===== src/hw/rtl/utf8d_pkg.sv =====
// ----------------------------------------------------------------------------
// utf8d_pkg: shared types and constants for the UTF-8 decoder
// Byte class limits, the replacement code point and the sequence state
// record passed between the decode step and the top level.
// ----------------------------------------------------------------------------
package utf8d_pkg;

  localparam int unsigned CP_W = 21;

  localparam logic [CP_W-1:0] REPLACEMENT = 21'h00FFFD;

  // byte class limits
  localparam logic [7:0] FOLLOW_LO = 8'h80;
  localparam logic [7:0] FOLLOW_HI = 8'hBF;
  localparam logic [7:0] LEAD2_HI  = 8'hDF;
  localparam logic [7:0] LEAD3_HI  = 8'hEF;

  // follower counts
  localparam logic [1:0] NEED_NONE  = 2'd0;
  localparam logic [1:0] NEED_ONE   = 2'd1;
  localparam logic [1:0] NEED_TWO   = 2'd2;
  localparam logic [1:0] NEED_THREE = 2'd3;

  // pending sequence
  typedef struct packed {
    logic [7:0]  lead;
    logic [1:0]  need;       // followers still to come, zero when idle
    logic [23:0] gathered;   // followers so far, newest in the low byte
  } seq_state_t;

  // result of one byte
  typedef struct packed {
    logic            valid;
    logic [CP_W-1:0] code_point;
    logic            bad;
  } step_result_t;

  function automatic logic is_follower(input logic [7:0] b);
    return (b >= FOLLOW_LO) && (b <= FOLLOW_HI);
  endfunction

endpackage


===== src/hw/rtl/utf8d_step.sv =====
// ----------------------------------------------------------------------------
// utf8d_step: one-byte decode step
// From the pending sequence and one byte, forms the next sequence state
// and, when the byte ends a sequence or is a literal, the code point.
// ----------------------------------------------------------------------------
module utf8d_step (
  input  utf8d_pkg::seq_state_t   cur,
  input  logic [7:0]              data_byte,
  input  logic                    line_end,
  output utf8d_pkg::seq_state_t   nxt,
  output utf8d_pkg::step_result_t res
);
  import utf8d_pkg::*;

  logic [23:0]     gath_shift;
  logic [1:0]      need_dec;
  logic [7:0]      f0, f1, f2;
  logic [CP_W-1:0] cp_done;
  logic [CP_W-1:0] cp_out;

  assign gath_shift = {cur.gathered[15:0], data_byte};
  assign need_dec   = cur.need - NEED_ONE;

  // value of a completed sequence, taken from the shifted followers
  always_comb begin
    f0 = 8'h00;
    f1 = 8'h00;
    f2 = 8'h00;
    cp_done = REPLACEMENT;
    if (cur.lead <= LEAD2_HI) begin
      f0 = gath_shift[7:0];
      if (is_follower(f0)) begin
        cp_done = CP_W'({cur.lead[4:0], f0[5:0]});
      end
    end else if (cur.lead <= LEAD3_HI) begin
      f0 = gath_shift[15:8];
      f1 = gath_shift[7:0];
      if (is_follower(f0) && is_follower(f1)) begin
        cp_done = CP_W'({cur.lead[3:0], f0[5:0], f1[5:0]});
      end
    end else begin
      f0 = gath_shift[23:16];
      f1 = gath_shift[15:8];
      f2 = gath_shift[7:0];
      if (is_follower(f0) && is_follower(f1) && is_follower(f2)) begin
        cp_done = {cur.lead[2:0], f0[5:0], f1[5:0], f2[5:0]};
      end
    end
  end

  // sequence tracking
  always_comb begin
    nxt       = cur;
    res.valid = 1'b0;
    cp_out    = REPLACEMENT;
    if (cur.need == NEED_NONE) begin
      if (data_byte < FOLLOW_LO) begin
        res.valid = 1'b1;
        cp_out    = CP_W'(data_byte);
      end else if (data_byte <= FOLLOW_HI) begin
        // stray continuation
        res.valid = 1'b1;
      end else begin
        nxt.lead     = data_byte;
        nxt.gathered = 24'h000000;
        if (data_byte <= LEAD2_HI) begin
          nxt.need = NEED_ONE;
        end else if (data_byte <= LEAD3_HI) begin
          nxt.need = NEED_TWO;
        end else begin
          nxt.need = NEED_THREE;
        end
        if (line_end) begin
          // lead byte cut off by the line end
          nxt.need  = NEED_NONE;
          res.valid = 1'b1;
        end
      end
    end else begin
      nxt.gathered = gath_shift;
      nxt.need     = need_dec;
      if (need_dec == NEED_NONE) begin
        nxt.gathered = 24'h000000;
        res.valid    = 1'b1;
        cp_out       = cp_done;
      end else if (line_end) begin
        // sequence cut off by the line end
        nxt.need     = NEED_NONE;
        nxt.gathered = 24'h000000;
        res.valid    = 1'b1;
      end
    end
    res.code_point = cp_out;
    res.bad        = (cp_out == REPLACEMENT);
  end

endmodule


===== src/hw/rtl/utf8_byte_to_codepoint_decoder.sv =====
// ----------------------------------------------------------------------------
// utf8_byte_to_codepoint_decoder: UTF-8 byte stream to code points
//
//   channel  dir  tdata (low bit up)       tlast     tuser
//   s_axis   in   data_byte[7:0]           line_end  -
//   m_axis   out  code_point[20:0], 3'b0   -         bad_sequence
//
// One byte is taken per cycle while the output does not stall. A byte is
// first captured in the input register, then the decode step updates the
// sequence state and loads the result register with the code point.
// Reset clears the pending sequence and both valid flags. A stall on the
// output holds the byte in the input register; a byte that yields no code
// point still waits for a free result slot, which keeps the logic short.
// ----------------------------------------------------------------------------
module utf8_byte_to_codepoint_decoder (
  input  logic        clk,
  input  logic        rst,
  input  logic        s_tvalid,
  output logic        s_tready,
  input  logic [7:0]  s_tdata,   // [7:0] data_byte
  input  logic        s_tlast,   // line_end
  output logic        m_tvalid,
  input  logic        m_tready,
  output logic [23:0] m_tdata,   // [20:0] code_point, [23:21] zero
  output logic        m_tuser    // [0] bad_sequence
);
  import utf8d_pkg::*;

  logic         a_valid;
  logic [7:0]   a_byte;
  logic         a_last;
  logic         res_free;
  logic         a_adv;
  seq_state_t   st;
  seq_state_t   st_next;
  step_result_t step_res;
  logic [CP_W-1:0] out_cp;
  logic         out_bad;

  assign res_free = !m_tvalid || m_tready;
  assign a_adv    = a_valid && res_free;
  assign s_tready = !a_valid || a_adv;

  // input register
  always_ff @(posedge clk) begin
    if (rst) begin
      a_valid <= 1'b0;
    end else if (s_tready) begin
      a_valid <= s_tvalid;
    end
    if (s_tvalid && s_tready) begin
      a_byte <= s_tdata;
      a_last <= s_tlast;
    end
  end

  utf8d_step u_step (
    .cur       (st),
    .data_byte (a_byte),
    .line_end  (a_last),
    .nxt       (st_next),
    .res       (step_res)
  );

  // sequence state
  always_ff @(posedge clk) begin
    if (rst) begin
      st.need     <= NEED_NONE;
      st.lead     <= 8'h00;
      st.gathered <= 24'h000000;
    end else if (a_adv) begin
      st <= st_next;
    end
  end

  // result register
  always_ff @(posedge clk) begin
    if (rst) begin
      m_tvalid <= 1'b0;
    end else if (res_free) begin
      m_tvalid <= a_valid && step_res.valid;
    end
    if (a_adv && step_res.valid) begin
      out_cp  <= step_res.code_point;
      out_bad <= step_res.bad;
    end
  end

  assign m_tdata = {3'b000, out_cp};
  assign m_tuser = out_bad;

  // flag marks exactly the replacement value
  a_flag_matches: assert property (@(posedge clk) disable iff (rst)
    m_tvalid |-> (m_tuser == (m_tdata[CP_W-1:0] == REPLACEMENT)))
    else $error("bad_sequence disagrees with code point");

  // a line end always leaves the decoder idle
  a_line_end_idle: assert property (@(posedge clk) disable iff (rst)
    (a_adv && a_last) |=> (st.need == NEED_NONE))
    else $error("sequence still pending after line end");

  // an empty input register never blocks the input
  a_empty_ready: assert property (@(posedge clk) disable iff (rst)
    !a_valid |-> s_tready)
    else $error("input stalled with empty input register");

  // a held byte stays put while the result slot is full
  a_hold_byte: assert property (@(posedge clk) disable iff (rst)
    (a_valid && !res_free) |=> (a_valid && $stable(a_byte) && $stable(a_last)))
    else $error("held input byte changed during stall");

  // sequence state moves only when a byte is decoded
  a_state_hold: assert property (@(posedge clk) disable iff (rst)
    !a_adv |=> $stable(st.need))
    else $error("sequence state changed without a byte");

endmodule

===== config.mk =====
export PLATFORM = sky130hd
export DESIGN_NAME = utf8_byte_to_codepoint_decoder
export DESIGN_NICKNAME = d
export VERILOG_FILES = /design/src/hw/rtl/utf8d_pkg.sv /design/src/hw/rtl/utf8d_step.sv /design/src/hw/rtl/utf8_byte_to_codepoint_decoder.sv
export SDC_FILE = /design/constraint.sdc
export NUM_CORES = 1
export LEC_CHECK = 0
export ABC_AREA = 0
export BUFFER_PORTS_ARGS = -buffer_cell sky130_fd_sc_hd__buf_2
export CAP_MARGIN = 10
export CELL_PAD_IN_SITES_DETAIL_PLACEMENT = 1
export CELL_PAD_IN_SITES_GLOBAL_PLACEMENT = 1
export CORE_ASPECT_RATIO = 1.25
export CORE_MARGIN = 2
export CORE_UTILIZATION = 40
export CTS_CLUSTER_SIZE = 24
export DETAILED_ROUTE_END_ITERATION = 6
export MAX_ROUTING_LAYER = met4
export PLACE_DENSITY_LB_ADDON = 0.15
export SETUP_SLACK_MARGIN = 0.15
export SLEW_MARGIN = 10
export SYNTH_ARGS = -nofsm -noshare
export SYNTH_HDL_FRONTEND = slang
export SYNTH_SLANG_ARGS = --single-unit
export TNS_END_PERCENT = 20

===== constraint.sdc =====
create_clock -name clk -period 2.6 [get_ports clk]
set_clock_uncertainty 0.1 [all_clocks]
set_input_delay 0.26 -clock clk [delete_from_list [all_inputs] [get_ports clk]]
set_output_delay 0.26 -clock clk [all_outputs]
set_load 0.03 [all_outputs]

* Word-level counts from Yosys, hierarchy flattened
Cells that the tools add are included.
Operators by class: add/sub/neg operators 1, magnitude comparators 11, equality and inequality tests 3, multiplexer cells 22, bitwise gates (word level) 2, reduce and logical (&&, ||, !) cells 18
Operators with widths (count):
- two-way mux 21 bit | 5
- two-way mux 26 bit | 4
- <= comparator 8 bit (second input constant) | 7
- two-way mux 16 bit | 3
- greater-or-equal comparator 8 bit (second input constant) | 3
- two-way mux 24 bit | 1
- == test 21 x 16 -> 1 bit (second input constant) | 1
- logical AND 1 bit | 10
- < comparator 8 bit (second input constant) | 1
- two-way mux 1 bit | 6
- two-way mux 2 bit | 3
- zero test 2 bit | 2
- inequality test 2 bit (second input constant) | 2
- AND reduction 4 bit | 1
- AND reduction 3 bit | 1
- zero test 1 bit | 2
- logical OR 1 bit | 2
- inverter 1 bit | 2
- subtractor 2 x 1 -> 2 bit (second input constant) | 1
Word-level totals: flip-flop bits (word level) 59, bits of input ports 13, output and inout port bits 27, logic and storage cells 66

* Longest topological paths before layout
word-level depth 10, mapped depth 8, gate-level depth less buffers 7

* Cells and area by module
From an unflattened synthesis, not the netlist that was laid out.
Second synthesis, totals: cells, all modules 339, area, all modules 3599.7 µm²
Modules (own cells, without submodules):
- utf8_byte_to_codepoint_decoder | times used 1, cells an instance 194, area each 2598.7 µm², sequential area each 1651.6 µm²
- utf8d_step | times used 1, cells an instance 145, area each 1001.0 µm², sequential area each 0.0 µm²

* Worst setup path before layout
OpenSTA, ideal clock, no wires.
path kind reg2reg, start reg st[24] (netlist bit), end reg out_bad, in the netlist m_tuser (enable), setup time 0.347 ns, arrival time 1.519 ns, required time 2.153 ns, slack 0.634 ns, cell stages (with the launch flop) 8, buffers on the path 1, clock period less this slack 1.966 ns, path through dfxtp_1 > inv_1 > ha_1 > buf_2 > nor3_2 > nor2_1 > o21ai_1 > inv_1
On the way: cells in the longest elaborated chain, start to end 5, elaborated cells on any way between the ends 6, those cells by class add/sub: 1; mux: 2; reduce/logical: 3
Ends and longest elaborated chain:
- start, declared | RTL line utf8_byte_to_codepoint_decoder.sv:34 | seq_state_t st;
- start signal, assigned | RTL line utf8_byte_to_codepoint_decoder.sv:72 | st <= st_next;
- subtractor 2 x 1 -> 2 bit | RTL line utf8d_step.sv:22 | assign need_dec = cur.need - NEED_ONE;
- zero test 2 bit | RTL line utf8d_step.sv:82 | if (need_dec == NEED_NONE) begin
- two-way mux 1 bit | RTL line utf8d_step.sv:82
- two-way mux 1 bit (*) | RTL line utf8d_step.sv:56 | if (cur.need == NEED_NONE) begin
- logical AND 1 bit (*) | RTL line utf8_byte_to_codepoint_decoder.sv:83 | if (a_adv && step_res.valid) begin
- end signal, assigned | RTL line utf8_byte_to_codepoint_decoder.sv:85 | out_bad <= step_res.bad;
- end, declared | RTL line utf8_byte_to_codepoint_decoder.sv:38 | logic out_bad;
Mark *: on every way between the ends. The rest lies on a longest branch, timed or not. A chain may end at the register's enable or synchronous reset.

==> key figures <==
Setup path
  • Critical-path cell with the highest stage delay: sky130_fd_sc_hd__dfxtp_1
  • Source of the worst register-to-register timing path: st[24]
  • Crit path kind: flop to flop
  • Critical path origin: st[24]
  • Length in cells of the worst reg-to-reg path: 7
  • Destination of the critical timing path: m_tuser
  • Flop2flop setup slack: 0.47 ns
  • Startpoint type of the worst setup path: flop
  • Arrival time of the worst setup path: between 2 and 2.5 ns
  • Critical Path RT: ~2.6 ns
  • Kind of end point of the critical path: flop
  • Maximum cell stage delay along the critical path: a little under 0.4 ns
  • Maximum net fanout on the critical path: 9
  • Cells along the critical path: inv_1 > ha_1 > nand2b_1 > nor2_2 > o21a_1 > a221oi_1 > and4b_1
  • R2r endpoint: m_tuser

Run status
  • Outcome: completed

Die
  • Die height: between 90 and 100 um
  • Die area: 0.007027 mm2
  • Initial core utilization: 0.4131
  • I/O pin count: 40
  • Core region area: 0.006166 mm2
  • Standard-cell rows: 32
  • Die width: around 75 um

Global routing
  • Total global routing track utilization: 0.1996
  • Via count of the first global-routing pass: between 1500 and 2000
  • Global-route wire length before repair: 9998 um
  • Grt total ovfl: 0
  • Antenna violations before repair: 0
  • Pin count of the biggest net entering global routing: 29

Clock tree
  • Clock latency on the worst-skew pair: between 0.3 and 0.4 ns
  • Number of clock sinks: around 60
  • Count of buffers added by post-CTS timing repair for setup: 0
  • Clock slew seen by the registers of the worst setup and hold paths: roughly 0.070 ns
  • TritonCTS clock tree: yes
  • Library cell used as clock root buffer: sky130_fd_sc_hd__clkbuf_8
  • CTS H-tree depth: 3
  • Gates resized, CTS repair: 0
  • Num CTS Buffers: 9
  • Clock Tree Buf Depth: 2
  • Number of hold-repair buffers added at the cts stage: 9

STA
  • Period utilization: 0.8182
  • Transition time of the tightest slew-check pin: ~0.8 ns
  • RSZ-0062 raised after global routing: false
  • Tmin final: ~2.1 ns
  • Worst hold margin: between 0.04 and 0.05 ns
  • Achievable frequency: 0.4701 GHz
  • Count of pins over their slew limit: 0
  • Normalized max-slew margin: 0.4734
  • Total negative setup slack: 0 ns
  • Setup-violating endpoint count in the final report: 0
  • Final Hold Vio Count: 0

Layout
  • Layout cell share with drive strength beyond 1: 0.2020
  • Footprint of the flip-flops and latches: between 0.001 and 0.0015 mm2
  • Top library cells by usage in the layout, fill and taps aside: sky130_fd_sc_hd__buf_2 (36), sky130_fd_sc_hd__nand2_1 (32), sky130_fd_sc_hd__a21oi_1 (31), sky130_fd_sc_hd__edfxtp_1 (31), sky130_fd_sc_hd__dfxtp_1 (28)
  • Multi-input gate area in the final layout: roughly 940 um2
  • Area growth from synthesis to layout: 22.45%
  • Total inserted antenna cells: 0
  • Most common cell after layout, fill and taps aside: sky130_fd_sc_hd__buf_2
  • Final nets: 312
  • Count of fill cells added during filler insertion: around 730
  • Final std cell area, no fill: 0.003119 mm2

Min path
  • Type of the tightest min-delay check: input pin to flop

Pwr
  • Maximum vdd drop: a little over 0.5 mV
  • Power Dens Cells: 686.1 mW/mm2
  • Total leakage power: about 0.0012 uW

Synthesis
  • Flip-flop and latch count after synthesis: 59
  • Post-synth design cell area: about 0.0025 mm2
  • Share of async-settable or async-resettable flops after synthesis: 0
  • Synthesized area per cell: between 10 and 15 um2
  • Share of synthesized area occupied by flip-flops and latches: 0.5855
  • Post-synthesis cell count: between 200 and 300
  • Main synth FF type: sky130_fd_sc_hd__edfxtp_1
  • Synth cell types: 43
  • Yosys synthesis warning count: 0
  • Number of enable flip-flop cells after synthesis: 31

Placed design
  • Routability congestion estimate: a little over 0.9
  • Total cell area at the placement stage: 0.002794 mm2
  • Total half-perimeter wirelength after legalization and detailed placement: approximately 4200 um
  • Port bufs: 36

Detailed routing
  • Via count: a little under 2000
  • Number of DRC markers in iteration 0: between 90 and 100
  • Number of vias per cell after detailed routing: slightly above 5
  • First-pass detailed-route iteration total: 4
  • Final routed DRC violation total: 0
  • Routed WL per cell: ~16 um
  • Antenna Nets Post-Route: 0
  • Detailed-route wire length: approximately 6100 um

Flow run
  • Number of max-cap violations: 0
-- Yosys cell counts (all sizes together), types with 3 or more instances --
| cell | number | share of area |
|---|---|---|
| nand2b | 8 | 0.020 |
| and2 | 7 | 0.017 |
| a21oi | 32 | 0.064 |
| clkbuf | 3 | 0.0044 |
| edfxtp | 31 | 0.37 |
| o21ai | 6 | 0.012 |
| dfxtp | 28 | 0.22 |
| buf | 12 | 0.026 |
| nor2 | 17 | 0.026 |
| inv | 12 | 0.018 |
| nand3 | 18 | 0.035 |
| a31oi | 4 | 0.0098 |
| mux2i | 6 | 0.024 |
| nand2 | 32 | 0.047 |
| nor2b | 3 | 0.0074 |
-- worst min path at each step --
stage / startpoint / end / cells past startpoint
6_report: s_tvalid / a_valid / 3
2_1_floorplan: s_tdata[0] / a_byte[0] / 0
3_5_place_dp: s_tdata[4] / a_byte[4] / 1
5_1_grt: s_tvalid / a_valid / 3
3_3_place_gp: st[8] / st[8] / 2
4_1_cts: s_tvalid / a_valid / 3
-- worst max-delay path, delay by kind of cell, from the launching register on --
kind	cells	cell delay (ns)
flip-flops	1	0.39
adder cells (fa/ha/maj)	1	0.30
AND/OR/NAND/NOR	3	0.66
AO/OA/AOI/OAI	2	0.36
buffers and inverters	1	0.06
-- through the flow --
step | total power (uW) | cells | util | setup slack (ns)
floorplan | 1146 | 252 | - | 0.6344
global placement | 1187 | 362 | 0.4531 | 0.5623
detailed placement | 1190 | 362 | 0.4531 | 0.4925
CTS | 2171 | 387 | 0.5059 | 0.4730
global route | 2216 | 387 | 0.5059 | 0.3202
finish | 2140 | 387 | 0.5059 | 0.4728
-- cells by family (layout without fill, tap and decap cells) --
family / after synthesis / count (layout) / synth area share
AO/OA/AOI/OAI: 56 / 56 / 0.1316
adder cells (fa/ha/maj): 2 / 2 / 0.009822
buffers and inverters: 27 / 77 / 0.04813
flip-flops: 59 / 59 / 0.5855
multiplexers: 6 / 6 / 0.02358
other: 1 / 3 / 0.001472
AND/OR/NAND/NOR: 99 / 99 / 0.1999
-- sequential cells by signal, indices dropped and copies added, names as in the netlist --
register	flops
m_tvalid	1
out_cp	21
st	26
a_valid	1
m_tuser	1
a_byte	8
a_last	1
-- layer usage --
| layer | track usage | up-vias | part of all wire |
|---|---|---|---|
| li1 | - | 971 | - |
| met4 | 0.07749 | 0 | 0.012 |
| met1 | 0.2343 | 956 | 0.45 |
| met5 | - | - | 0 |
| met2 | 0.3167 | 42 | 0.51 |
| met3 | 0.06142 | 6 | 0.033 |
-- power by group --
part | total [uW] | switching, uW | internal [uW]
sequential | 1030 | 21.4 | 1010
combinational | 144 | 95.9 | 48.5
clock | 961 | 366 | 595
total | 2140 | 483 | 1660
-- area by class of cell --
class                           instances  share of cell area
Clock buffer                           10             0.04773
Clock inverter                          6             0.02768
Inverter                               12             0.01444
Multi-Input combinational cell        166              0.3016
Sequential cell                        59              0.4781
Tap cell                               85             0.03410
Timing Repair Buffer                   49             0.09627
Power figures use the tool's default switching activity.
